$ cat config.mk
export PLATFORM = sky130hd
export DESIGN_NAME = uart_transceiver_with_rx_fifo
export DESIGN_NICKNAME = d
export VERILOG_FILES = /design/src/hdl/utrf_pkg.sv /design/src/hdl/uart_transceiver_with_rx_fifo.sv /design/src/hdl/utrf_ram.sv /design/src/hdl/utrf_rx.sv /design/src/hdl/utrf_tx.sv
export SDC_FILE = /design/constraint.sdc
export NUM_CORES = 1
export LEC_CHECK = 0
export BUFFER_PORTS_ARGS = -buffer_cell sky130_fd_sc_hd__buf_2
export CORE_UTILIZATION = 40
export CTS_CLUSTER_SIZE = 30
export DETAILED_ROUTE_END_ITERATION = 12
export HOLD_SLACK_MARGIN = 0.12
export PLACE_DENSITY = 0.56
export SYNTH_ARGS = -nofsm -noshare
export SYNTH_HDL_FRONTEND = slang
export SYNTH_HIERARCHICAL = 1
export SYNTH_SLANG_ARGS = --single-unit
$ cat constraint.sdc
create_clock -name clk_i -period 4.9 [get_ports clk_i]
set_input_delay 0.245 -clock clk_i [delete_from_list [all_inputs] [get_ports clk_i]]
set_output_delay 0.245 -clock clk_i [all_outputs]
set_load 0.03 [all_outputs]
$ cat src/hdl/utrf_pkg.sv
package utrf_pkg;

  localparam int FifoDepth = 64;
  localparam int PtrW      = (FifoDepth > 1) ? $clog2(FifoDepth) : 1;
  localparam int FillW     = (PtrW > 6) ? PtrW : 6;

  localparam int TickW = 20;

  typedef logic [PtrW-1:0]  fifo_ptr_t;
  typedef logic [TickW-1:0] tick_t;

  typedef enum logic [2:0] {
    PhIdle   = 3'd0,
    PhStart  = 3'd1,
    PhData   = 3'd2,
    PhParity = 3'd3,
    PhStop   = 3'd4
  } phase_e;

  typedef enum logic [1:0] {
    RdOk    = 2'd0,
    RdEmpty = 2'd1,
    RdOff   = 2'd2
  } rd_status_e;

  localparam logic [1:0] ParNone = 2'd0;
  localparam logic [1:0] ParEven = 2'd1;
  localparam logic [1:0] ParOdd  = 2'd2;

  localparam logic [2:0] RegBitTicks  = 3'd0;
  localparam logic [2:0] RegDataBits  = 3'd1;
  localparam logic [2:0] RegStopCount = 3'd2;
  localparam logic [2:0] RegParity    = 3'd3;
  localparam logic [2:0] RegEnable    = 3'd4;

  typedef struct packed {
    tick_t      ticks;
    logic [3:0] nbits;
    logic       two_stop;
    logic [1:0] parity;
    logic       enable;
  } cfg_t;

  typedef struct packed {
    logic       valid;
    logic [7:0] data;
  } push_t;

  typedef struct packed {
    logic level;
    logic taken;
    logic busy;
  } tx_out_t;

  function automatic logic [7:0] char_mask(logic [3:0] nbits);
    logic [7:0] m;
    unique case (nbits)
      4'd5:    m = 8'h1F;
      4'd6:    m = 8'h3F;
      4'd7:    m = 8'h7F;
      default: m = 8'hFF;
    endcase
    return m;
  endfunction

  function automatic fifo_ptr_t ptr_next(fifo_ptr_t p);
    fifo_ptr_t r;
    if (p == fifo_ptr_t'(FifoDepth - 1)) begin
      r = '0;
    end else begin
      r = p + fifo_ptr_t'(1);
    end
    return r;
  endfunction

endpackage

$ cat src/hdl/uart_transceiver_with_rx_fifo.sv
// Full-duplex UART that advances by one timebase tick per accepted request,
// and accepts one request every clock cycle as long as the result side keeps
// up. Each result is registered and appears the cycle after its request; a
// stalled result holds the input side only until it is taken. Received bytes
// live in a single-port-write, registered-read RAM of FifoDepth entries that
// holds FifoDepth-1 bytes; a pop reads the head slot at the accept edge and
// the byte shows up with the result. Writing any configuration register
// empties the FIFO, clears the overflow flag and aborts frames in flight, so
// write configuration only while the stream is quiet.
module uart_transceiver_with_rx_fifo (
  input  logic        clk_i,
  input  logic        rst_ni,
  input  logic        s_axis_tvalid_i,
  output logic        s_axis_tready_o,
  // [0] rx_level, [1] send_valid, [9:2] send_byte, [10] read_req
  input  logic [15:0] s_axis_tdata_i,
  output logic        m_axis_tvalid_o,
  input  logic        m_axis_tready_i,
  // [0] tx_level, [1] send_taken, [2] tx_busy, [4:3] read_status,
  // [12:5] read_data, [18:13] fill_level, [19] overflow
  output logic [23:0] m_axis_tdata_o,
  input  logic        psel,
  input  logic        penable,
  input  logic        pwrite,
  input  logic [4:0]  paddr,
  input  logic [31:0] pwdata,
  output logic [31:0] prdata,
  output logic        pready
);
  import utrf_pkg::*;

  tick_t      bit_ticks_q;
  logic [3:0] data_bits_q;
  logic [1:0] stop_count_q;
  logic [1:0] parity_mode_q;
  logic       enable_q;
  cfg_t       cfg;
  logic       cfg_wr;
  logic       cfg_clr;
  logic [2:0] reg_idx;

  logic       step;
  logic       rx_level, send_valid, read_req;
  logic [7:0] send_byte;
  push_t      push;
  tx_out_t    tx_out;

  fifo_ptr_t  head_q, head_d, tail_q, tail_d, head_pop, tail_nx;
  logic       ovf_q, ovf_d;
  logic       empty, pop, full, ram_we, ram_re;
  rd_status_e status;
  logic [7:0] ram_rdata;
  fifo_ptr_t  fill;
  logic [FillW-1:0] fill_ext;

  logic       m_valid_q;
  logic       txl_q, taken_q, busy_q, pop_q, ovf_out_q;
  rd_status_e status_q;
  logic [5:0] fill_q;
  logic [7:0] read_data;

  // Configuration port.
  assign pready  = 1'b1;
  assign reg_idx = paddr[4:2];
  assign cfg_wr  = psel && penable && pwrite && pready;
  assign cfg_clr = cfg_wr && (reg_idx <= RegEnable);

  always_comb begin
    unique case (reg_idx)
      RegBitTicks:  prdata = 32'(bit_ticks_q);
      RegDataBits:  prdata = 32'(data_bits_q);
      RegStopCount: prdata = 32'(stop_count_q);
      RegParity:    prdata = 32'(parity_mode_q);
      RegEnable:    prdata = 32'(enable_q);
      default:      prdata = '0;
    endcase
  end

  always_ff @(posedge clk_i or negedge rst_ni) begin
    if (!rst_ni) begin
      bit_ticks_q   <= tick_t'(104);
      data_bits_q   <= 4'd8;
      stop_count_q  <= 2'd1;
      parity_mode_q <= ParNone;
      enable_q      <= 1'b0;
    end else if (cfg_wr) begin
      unique case (reg_idx)
        RegBitTicks:  bit_ticks_q   <= pwdata[TickW-1:0];
        RegDataBits:  data_bits_q   <= pwdata[3:0];
        RegStopCount: stop_count_q  <= pwdata[1:0];
        RegParity:    parity_mode_q <= pwdata[1:0];
        RegEnable:    enable_q      <= pwdata[0];
        default:      ;
      endcase
    end
  end

  always_comb begin
    cfg.ticks    = (bit_ticks_q == '0) ? tick_t'(1) : bit_ticks_q;
    cfg.nbits    = (data_bits_q >= 4'd5 && data_bits_q <= 4'd8) ? data_bits_q : 4'd8;
    cfg.two_stop = (stop_count_q == 2'd2);
    cfg.parity   = (parity_mode_q == 2'd3) ? ParNone : parity_mode_q;
    cfg.enable   = enable_q;
  end

  // Request fields.
  assign s_axis_tready_o = !m_valid_q || m_axis_tready_i;
  assign step            = s_axis_tvalid_i && s_axis_tready_o;
  assign rx_level        = s_axis_tdata_i[0];
  assign send_valid      = s_axis_tdata_i[1];
  assign send_byte       = s_axis_tdata_i[9:2];
  assign read_req        = s_axis_tdata_i[10];

  utrf_rx u_rx (
    .clk_i   (clk_i),
    .rst_ni  (rst_ni),
    .step_i  (step),
    .clear_i (cfg_clr),
    .cfg_i   (cfg),
    .level_i (rx_level),
    .push_o  (push)
  );

  utrf_tx u_tx (
    .clk_i        (clk_i),
    .rst_ni       (rst_ni),
    .step_i       (step),
    .clear_i      (cfg_clr),
    .cfg_i        (cfg),
    .send_valid_i (send_valid),
    .send_byte_i  (send_byte),
    .tx_o         (tx_out)
  );

  // FIFO control: the pop is served before the push of the same tick.
  always_comb begin
    empty = (head_q == tail_q);
    pop   = enable_q && !empty && read_req;
    if (!enable_q) begin
      status = RdOff;
    end else if (pop) begin
      status = RdOk;
    end else begin
      status = RdEmpty;
    end
    head_pop = pop ? ptr_next(head_q) : head_q;
    tail_nx  = ptr_next(tail_q);
    full     = (tail_nx == head_pop);
    ram_we   = step && push.valid && !full;
    ram_re   = step && pop;
    head_d   = step ? head_pop : head_q;
    tail_d   = ram_we ? tail_nx : tail_q;
    ovf_d    = ovf_q || (step && push.valid && full);
    if (tail_d >= head_d) begin
      fill = tail_d - head_d;
    end else begin
      fill = tail_d - head_d + fifo_ptr_t'(FifoDepth);
    end
    fill_ext = FillW'(fill);
  end

  always_ff @(posedge clk_i or negedge rst_ni) begin
    if (!rst_ni) begin
      head_q <= '0;
      tail_q <= '0;
      ovf_q  <= 1'b0;
    end else if (cfg_clr) begin
      head_q <= '0;
      tail_q <= '0;
      ovf_q  <= 1'b0;
    end else begin
      head_q <= head_d;
      tail_q <= tail_d;
      ovf_q  <= ovf_d;
    end
  end

  utrf_ram #(
    .Width (8),
    .Depth (FifoDepth)
  ) u_ram (
    .clk_i   (clk_i),
    .we_i    (ram_we),
    .waddr_i (tail_q),
    .wdata_i (push.data),
    .re_i    (ram_re),
    .raddr_i (head_q),
    .rdata_o (ram_rdata)
  );

  // Result register.
  always_ff @(posedge clk_i or negedge rst_ni) begin
    if (!rst_ni) begin
      m_valid_q <= 1'b0;
    end else if (step) begin
      m_valid_q <= 1'b1;
    end else if (m_axis_tready_i) begin
      m_valid_q <= 1'b0;
    end
  end

  always_ff @(posedge clk_i) begin
    if (step) begin
      txl_q     <= tx_out.level;
      taken_q   <= tx_out.taken;
      busy_q    <= tx_out.busy;
      status_q  <= status;
      pop_q     <= pop;
      fill_q    <= fill_ext[5:0];
      ovf_out_q <= ovf_d;
    end
  end

  assign read_data       = pop_q ? ram_rdata : 8'h00;
  assign m_axis_tvalid_o = m_valid_q;
  assign m_axis_tdata_o  = {4'b0000, ovf_out_q, fill_q, read_data, status_q,
                            busy_q, taken_q, txl_q};

  assert property (@(posedge clk_i) disable iff (!rst_ni)
    (ram_we && ram_re) |-> (head_q != tail_q))
    else $error("FIFO write and read hit the same slot");

  assert property (@(posedge clk_i) disable iff (!rst_ni)
    cfg_clr |=> (head_q == tail_q) && !ovf_q)
    else $error("configuration write did not empty the FIFO");

  assert property (@(posedge clk_i) disable iff (!rst_ni)
    (m_valid_q && !m_axis_tready_i) |-> !s_axis_tready_o)
    else $error("new request taken while a result is stalled");

  assert property (@(posedge clk_i) disable iff (!rst_ni)
    (step && pop) |=> (status_q == RdOk) && pop_q)
    else $error("pop not reflected in the result");

  assert property (@(posedge clk_i) disable iff (!rst_ni)
    (step && !enable_q) |=> (status_q == RdOff) && !taken_q)
    else $error("disabled block served a request");

endmodule

$ cat src/hdl/utrf_ram.sv
module utrf_ram #(
  parameter int Width = 8,
  parameter int Depth = 64
) (
  input  logic                     clk_i,
  input  logic                     we_i,
  input  logic [$clog2(Depth)-1:0] waddr_i,
  input  logic [Width-1:0]         wdata_i,
  input  logic                     re_i,
  input  logic [$clog2(Depth)-1:0] raddr_i,
  output logic [Width-1:0]         rdata_o
);

  logic [Width-1:0] mem_q [Depth];
  logic [Width-1:0] rdata_q;

  always_ff @(posedge clk_i) begin
    if (we_i) begin
      mem_q[waddr_i] <= wdata_i;
    end
    if (re_i) begin
      rdata_q <= mem_q[raddr_i];
    end
  end

  assign rdata_o = rdata_q;

endmodule

$ cat src/hdl/utrf_rx.sv
module utrf_rx (
  input  logic            clk_i,
  input  logic            rst_ni,
  input  logic            step_i,
  input  logic            clear_i,
  input  utrf_pkg::cfg_t  cfg_i,
  input  logic            level_i,
  output utrf_pkg::push_t push_o
);
  import utrf_pkg::*;

  phase_e     phase_q, phase_d;
  tick_t      timer_q, timer_d;
  logic [2:0] idx_q, idx_d;
  logic [7:0] shift_q, shift_d;
  logic       prev_q;
  logic       expire;
  logic       last_bit;
  logic       par_calc;
  logic       par_bad;

  assign expire   = (timer_q <= tick_t'(1));
  assign last_bit = ({1'b0, idx_q} + 4'd1) >= cfg_i.nbits;
  assign par_calc = ^shift_q;
  assign par_bad  = (cfg_i.parity == ParEven) ? (par_calc != level_i) : (par_calc == level_i);

  always_comb begin
    phase_d = phase_q;
    timer_d = timer_q;
    idx_d   = idx_q;
    shift_d = shift_q;
    if (cfg_i.enable) begin
      if (phase_q != PhIdle) begin
        timer_d = expire ? '0 : timer_q - tick_t'(1);
      end
      unique case (phase_q)
        PhIdle: begin
          if (prev_q && !level_i) begin
            shift_d = '0;
            idx_d   = '0;
            if (cfg_i.ticks[TickW-1:1] == '0) begin
              phase_d = PhData;
              timer_d = cfg_i.ticks;
            end else begin
              phase_d = PhStart;
              timer_d = {1'b0, cfg_i.ticks[TickW-1:1]};
            end
          end
        end
        PhStart: begin
          if (expire) begin
            phase_d = PhData;
            timer_d = cfg_i.ticks;
          end
        end
        PhData: begin
          if (expire) begin
            if (level_i) begin
              shift_d[idx_q] = 1'b1;
            end
            if (last_bit) begin
              phase_d = (cfg_i.parity != ParNone) ? PhParity : PhStop;
              idx_d   = '0;
            end else begin
              idx_d = idx_q + 3'd1;
            end
            timer_d = cfg_i.ticks;
          end
        end
        PhParity: begin
          if (expire) begin
            if (par_bad) begin
              phase_d = PhIdle;
            end else begin
              phase_d = PhStop;
              timer_d = cfg_i.ticks;
            end
          end
        end
        PhStop: begin
          if (expire) begin
            phase_d = PhIdle;
          end
        end
        default: phase_d = PhIdle;
      endcase
    end
  end

  always_comb begin
    push_o.valid = step_i && cfg_i.enable && (phase_q == PhStop) && expire && level_i;
    push_o.data  = shift_q & char_mask(cfg_i.nbits);
  end

  always_ff @(posedge clk_i or negedge rst_ni) begin
    if (!rst_ni) begin
      phase_q <= PhIdle;
      timer_q <= '0;
      idx_q   <= '0;
      shift_q <= '0;
      prev_q  <= 1'b1;
    end else begin
      if (clear_i) begin
        phase_q <= PhIdle;
        timer_q <= '0;
        idx_q   <= '0;
        shift_q <= '0;
      end else if (step_i) begin
        phase_q <= phase_d;
        timer_q <= timer_d;
        idx_q   <= idx_d;
        shift_q <= shift_d;
      end
      if (step_i) begin
        prev_q <= level_i;
      end
    end
  end

endmodule

$ cat src/hdl/utrf_tx.sv
module utrf_tx (
  input  logic              clk_i,
  input  logic              rst_ni,
  input  logic              step_i,
  input  logic              clear_i,
  input  utrf_pkg::cfg_t    cfg_i,
  input  logic              send_valid_i,
  input  logic [7:0]        send_byte_i,
  output utrf_pkg::tx_out_t tx_o
);
  import utrf_pkg::*;

  phase_e     phase_q, phase_d, cur_phase;
  tick_t      timer_q, timer_d, cur_timer;
  logic [2:0] idx_q, idx_d, cur_idx;
  logic [7:0] shift_q, shift_d, cur_shift;
  logic       start;
  logic       expire;
  logic       last_bit;
  logic       last_stop;

  assign start     = cfg_i.enable && send_valid_i && (phase_q == PhIdle);
  assign cur_phase = start ? PhStart : phase_q;
  assign cur_timer = start ? cfg_i.ticks : timer_q;
  assign cur_idx   = start ? 3'd0 : idx_q;
  assign cur_shift = start ? (send_byte_i & char_mask(cfg_i.nbits)) : shift_q;
  assign expire    = (cur_timer <= tick_t'(1));
  assign last_bit  = ({1'b0, cur_idx} + 4'd1) >= cfg_i.nbits;
  assign last_stop = !cfg_i.two_stop || (cur_idx != 3'd0);

  always_comb begin
    phase_d = cur_phase;
    timer_d = cur_timer;
    idx_d   = cur_idx;
    shift_d = cur_shift;
    if (cur_phase != PhIdle) begin
      if (!expire) begin
        timer_d = cur_timer - tick_t'(1);
      end else begin
        timer_d = cfg_i.ticks;
        unique case (cur_phase)
          PhStart: begin
            phase_d = PhData;
            idx_d   = '0;
          end
          PhData: begin
            if (last_bit) begin
              phase_d = (cfg_i.parity != ParNone) ? PhParity : PhStop;
              idx_d   = '0;
            end else begin
              idx_d = cur_idx + 3'd1;
            end
          end
          PhParity: begin
            phase_d = PhStop;
            idx_d   = '0;
          end
          default: begin
            if (last_stop) begin
              phase_d = PhIdle;
              timer_d = '0;
              idx_d   = '0;
            end else begin
              idx_d = cur_idx + 3'd1;
            end
          end
        endcase
      end
    end
  end

  always_comb begin
    tx_o.taken = start;
    tx_o.busy  = (cur_phase != PhIdle);
    unique case (cur_phase)
      PhStart:  tx_o.level = 1'b0;
      PhData:   tx_o.level = cur_shift[cur_idx];
      PhParity: tx_o.level = (cfg_i.parity == ParEven) ? ^cur_shift : ~^cur_shift;
      default:  tx_o.level = 1'b1;
    endcase
  end

  always_ff @(posedge clk_i or negedge rst_ni) begin
    if (!rst_ni) begin
      phase_q <= PhIdle;
      timer_q <= '0;
      idx_q   <= '0;
      shift_q <= '0;
    end else if (clear_i) begin
      phase_q <= PhIdle;
      timer_q <= '0;
      idx_q   <= '0;
      shift_q <= '0;
    end else if (step_i) begin
      phase_q <= phase_d;
      timer_q <= timer_d;
      idx_q   <= idx_d;
      shift_q <= shift_d;
    end
  end

endmodule

==> reports/metrics.csv <==
stage;metric;value;unit
outcome;status;finished clean;
global_routing;use_met1;30.4;%
logic_synthesis;synth-main-ff-cell;edfxtp_1;
die;io_pins;119;
drt;vias;19500;
clocking;cts_buffers;70;
critical_path;path_delay_family;simple AND/OR/NAND/NOR gates;
timing;slew_headroom;11.2;%
global_routing;grt-busiest-layer;met2;
global_routing;grt.total_usage;20.9;%
power;leakagePower;0.0123;uW
drt;wire_per_inst;24.2;microns
critical_path;start_kind;flop;
clocking;cts_setup_buffers;0;
logic_synthesis;ys_seq_area_share;62.0;%
clocking;cts_buffer_depth;3;
cells_and_area;final_cell_mix;edfxtp_1 (533), nor2_1 (182), buf_4 (133), mux4_2 (129), nand2_1 (114);
critical_path;cp-startpoint;u_rx/timer_q[4]$_DFFE_PN0P_;
critical_path;cp_cell_sequence;nor4_4, nand4_1, or2_2, nor4_2, buf_4, nand2_1, a31oi_4, buf_4, nand2_1, xnor2_1, ha_1, o21ai_0, nand2b_1, a21o_1, a21oi_1, xnor2_1, xnor2_1;
logic_synthesis;ys_ff_latch;645;
timing;finalClockSkew;0.0394;ns
logic_synthesis;async_reset_ff_share;17.4;%
critical_path;arrival;4.85;ns
critical_path;critical_path_required;5.25;ns
timing;timing.fmax;222;MHz
clocking;cts_tree;yes;
power;cellInternalPower;10400;uW
critical_path;worst-setup-path-type;flop to flop;
logic_synthesis;avgSynthCellArea;14.3;sq um
drt;postRouteWirelength;80.3;mm
power;power_frac_seq;44.6;%
power;totalPowerFinal;14900;uW
critical_path;cp-end-kind;flop;
clocking;clock-root-buffer;clkbuf_16;
placed_design;port_buffers;82;
global_routing;grt_pass1_wl;123;mm
die;die_w;277;microns
critical_path;crit_fanout;12;
power;ir_drop;0.269;mV
cells_and_area;antenna_cells;0;
logic_synthesis;synth-edff-count;533;
worst_hold_path;hold_start;paddr[4];
cells_and_area;drive_gt1_share;23.7;%
drt;vias_per_cell;5.88;
critical_path;path_buf_inv;2;
power;power.share.clock;35.1;%
clocking;clk_pin_slew;0.06;ns
timing;setup-violations-final;0;
cells_and_area;utilization;46.7;%
global_routing;grtUsageMet3;2.92;%
cells_and_area;final_common_cell;edfxtp_1;
global_routing;grt_max_degree;99;
die;dieHeight;277;microns
die;core_area;74700;sq um
drt;drt_pass1_iterations;6;
power;powerDensity;428;nW/um^2
power;p_sw;4500;uW
die;die_area;76900;sq um
worst_hold_path;min-delay-path-class;input port to flop;
critical_path;worst_path_most_repeated_cell;xnor2_1;
die;start_util;40.6;%
placed_design;gp_congestion;0.874;
critical_path;reg2reg_from;u_rx/timer_q[4]$_DFFE_PN0P_;
cells_and_area;nets;2376;
placed_design;placed_area;32200;sq um
logic_synthesis;synth_area;30300;sq um
timing;final.period_utilization;91.9;%
global_routing;met2_usage;32.7;%
timing;tightest_slew;1.30;ns
timing;rsz0062_at_grt;false;
power;combPwrFrac;20.3;%
drt;drcViolationCount;0;
clocking;clock_latency;0.62;ns
run;maxCapViolations;0;
timing;fin_tns_setup;0;ns
logic_synthesis;synth_cell_type_count;108;
power;switching_share;30.2;%
drt;drt_first_iter_violations;1989;
global_routing;gr-total-overflow;0;
logic_synthesis;synth_warnings;6;
critical_path;worst_path_largest_cell_delay;0.49;ns
global_routing;antenna_found_initial;1;
timing;hold_viol;0;
cells_and_area;fin_area;34900;sq um
timing;maxSlewViolCount;0;
critical_path;critPathSlowestCell;dfrtp_1;
cells_and_area;area_delta_synth_final;14.9;%
drt;ant_nets;0;
logic_synthesis;syn_inst;2122;
clocking;h-tree-depth;3;
global_routing;grt_pass1_vias;19600;
timing;hold_ws;0.189;ns
clocking;numClockSinks;645;
timing;finalCriticalPeriod;4.50;ns
die;rows;100;
placed_design;post-dp-hpwl;51.9;mm
-- power groups by stage --
stage / clock (uW) / combinational [uW] / sequential, uW
after detailed placement: 0 / 2940 / 6740
after floorplan: 0 / 2220 / 6610
final: 5240 / 3020 / 6650
after CTS: 5360 / 2980 / 6630
after global routing: 5560 / 3290 / 6680
after global placement: 0 / 2900 / 6730
-- tightest hold or removal path, delay by kind of cell --
kind,cells,cell delay [ns]
AO/OA/AOI/OAI,1,0.06
buffers and inverters,2,0.31
AND/OR/NAND/NOR,2,0.12
-- state kept, by name (all words and copies together), names as in the netlist, 2 cells and up --
register,cells
bit_ticks_q,20
data_bits_q,4
fill_q,6
head_q,6
parity_mode_q,2
status_q,2
stop_count_q,2
tail_q,6
u_ram/mem_q,512
u_ram/rdata_o,8
u_rx/idx_q,3
u_rx/phase_q,3
u_rx/shift_q,8
u_rx/timer_q,20
u_tx/idx_q,3
u_tx/phase_q,3
u_tx/shift_q,8
u_tx/timer_q,20
-- stage by stage --
| stage | instances | setup WS (ns) |
|---|---|---|
| after floorplan | 2137 | 0.580 |
| after global placement | 3159 | 0.182 |
| after detailed placement | 3159 | 0.234 |
| after CTS | 3319 | 0.183 |
| after global routing | 3319 | 0.0210 |
| final | 3319 | 0.396 |
-- cell type report --
class,count,area (sq um)
Sequential cell,645,18800
Timing Repair Buffer,249,1770
Fill cell,6487,39800
Inverter,34,128
Clock inverter,42,428
Multi-Input combinational cell,1295,10600
Clock buffer,85,1850
Tap cell,969,1210
-- logic make-up (layout without fill, tap and decap cells) --
kind of cell             Yosys count  after routing  synth area share [%]
AO/OA/AOI/OAI                    346            346                  8.31
XOR/XNOR                          64             64                  2.10
adder cells (fa/ha/maj)           21             21                 0.891
buffers and inverters            197            410                  3.32
flip-flops                       645            645                  62.0
multiplexers                     226            226                  13.0
other                              2             17                0.0248
AND/OR/NAND/NOR                  621            621                  10.3
-- cell usage after synthesis (all sizes together) (20+ instances only) --
master / count / area (sq um)
nor2b: 26 / 163
clkbuf: 79 / 298
inv: 33 / 124
a21o: 22 / 166
xor2: 21 / 184
nor3: 65 / 340
and2: 39 / 246
nor2: 183 / 689
nand2: 114 / 428
a21oi: 58 / 302
nand2b: 22 / 138
edfxtp: 533 / 16000
ha: 20 / 250
mux2: 53 / 604
nand3: 48 / 240
xnor2: 39 / 357
nor4: 42 / 290
buf: 84 / 582
dfrtp: 106 / 2650
o21ai: 57 / 304
mux2i: 44 / 440
mux4: 129 / 2910
a31oi: 22 / 153
-- timing repair --
action	4_1_cts	5_1_grt
gates resized for setup	0	2
setup endpoints to repair	0	1
hold buffers	33	0
hold endpoints to repair	75	0
-- path summary, 6_finish.rpt --
path                            slack [ns]                      endpoint  cells after the start
min in group asynchronous             0.22  u_rx/timer_q[19]$_DFFE_PN0P_                      2
worst max register to register        0.40           fill_q[5]$_DFFE_PP_                     17
worst min register to register        0.54    data_bits_q[2]$_DFFE_PN0P_                      1
worst max-delay path                  0.40           fill_q[5]$_DFFE_PP_                     17
max in group asynchronous             3.67    bit_ticks_q[3]$_DFFE_PN1P_                      3
worst min-delay path                  0.19          enable_q$_DFFE_PN0P_                      5
-- per-layer routing --
layer / up-vias / wire length (microns) / part of all wire (%)
met5: - / 0 / 0
met4: 0 / 1920 / 2.4
met1: 10100 / 36200 / 45
met2: 683 / 37400 / 47
met3: 152 / 4810 / 6.0
li1: 8619 / - / -
(Power assumes the default switching activity.)
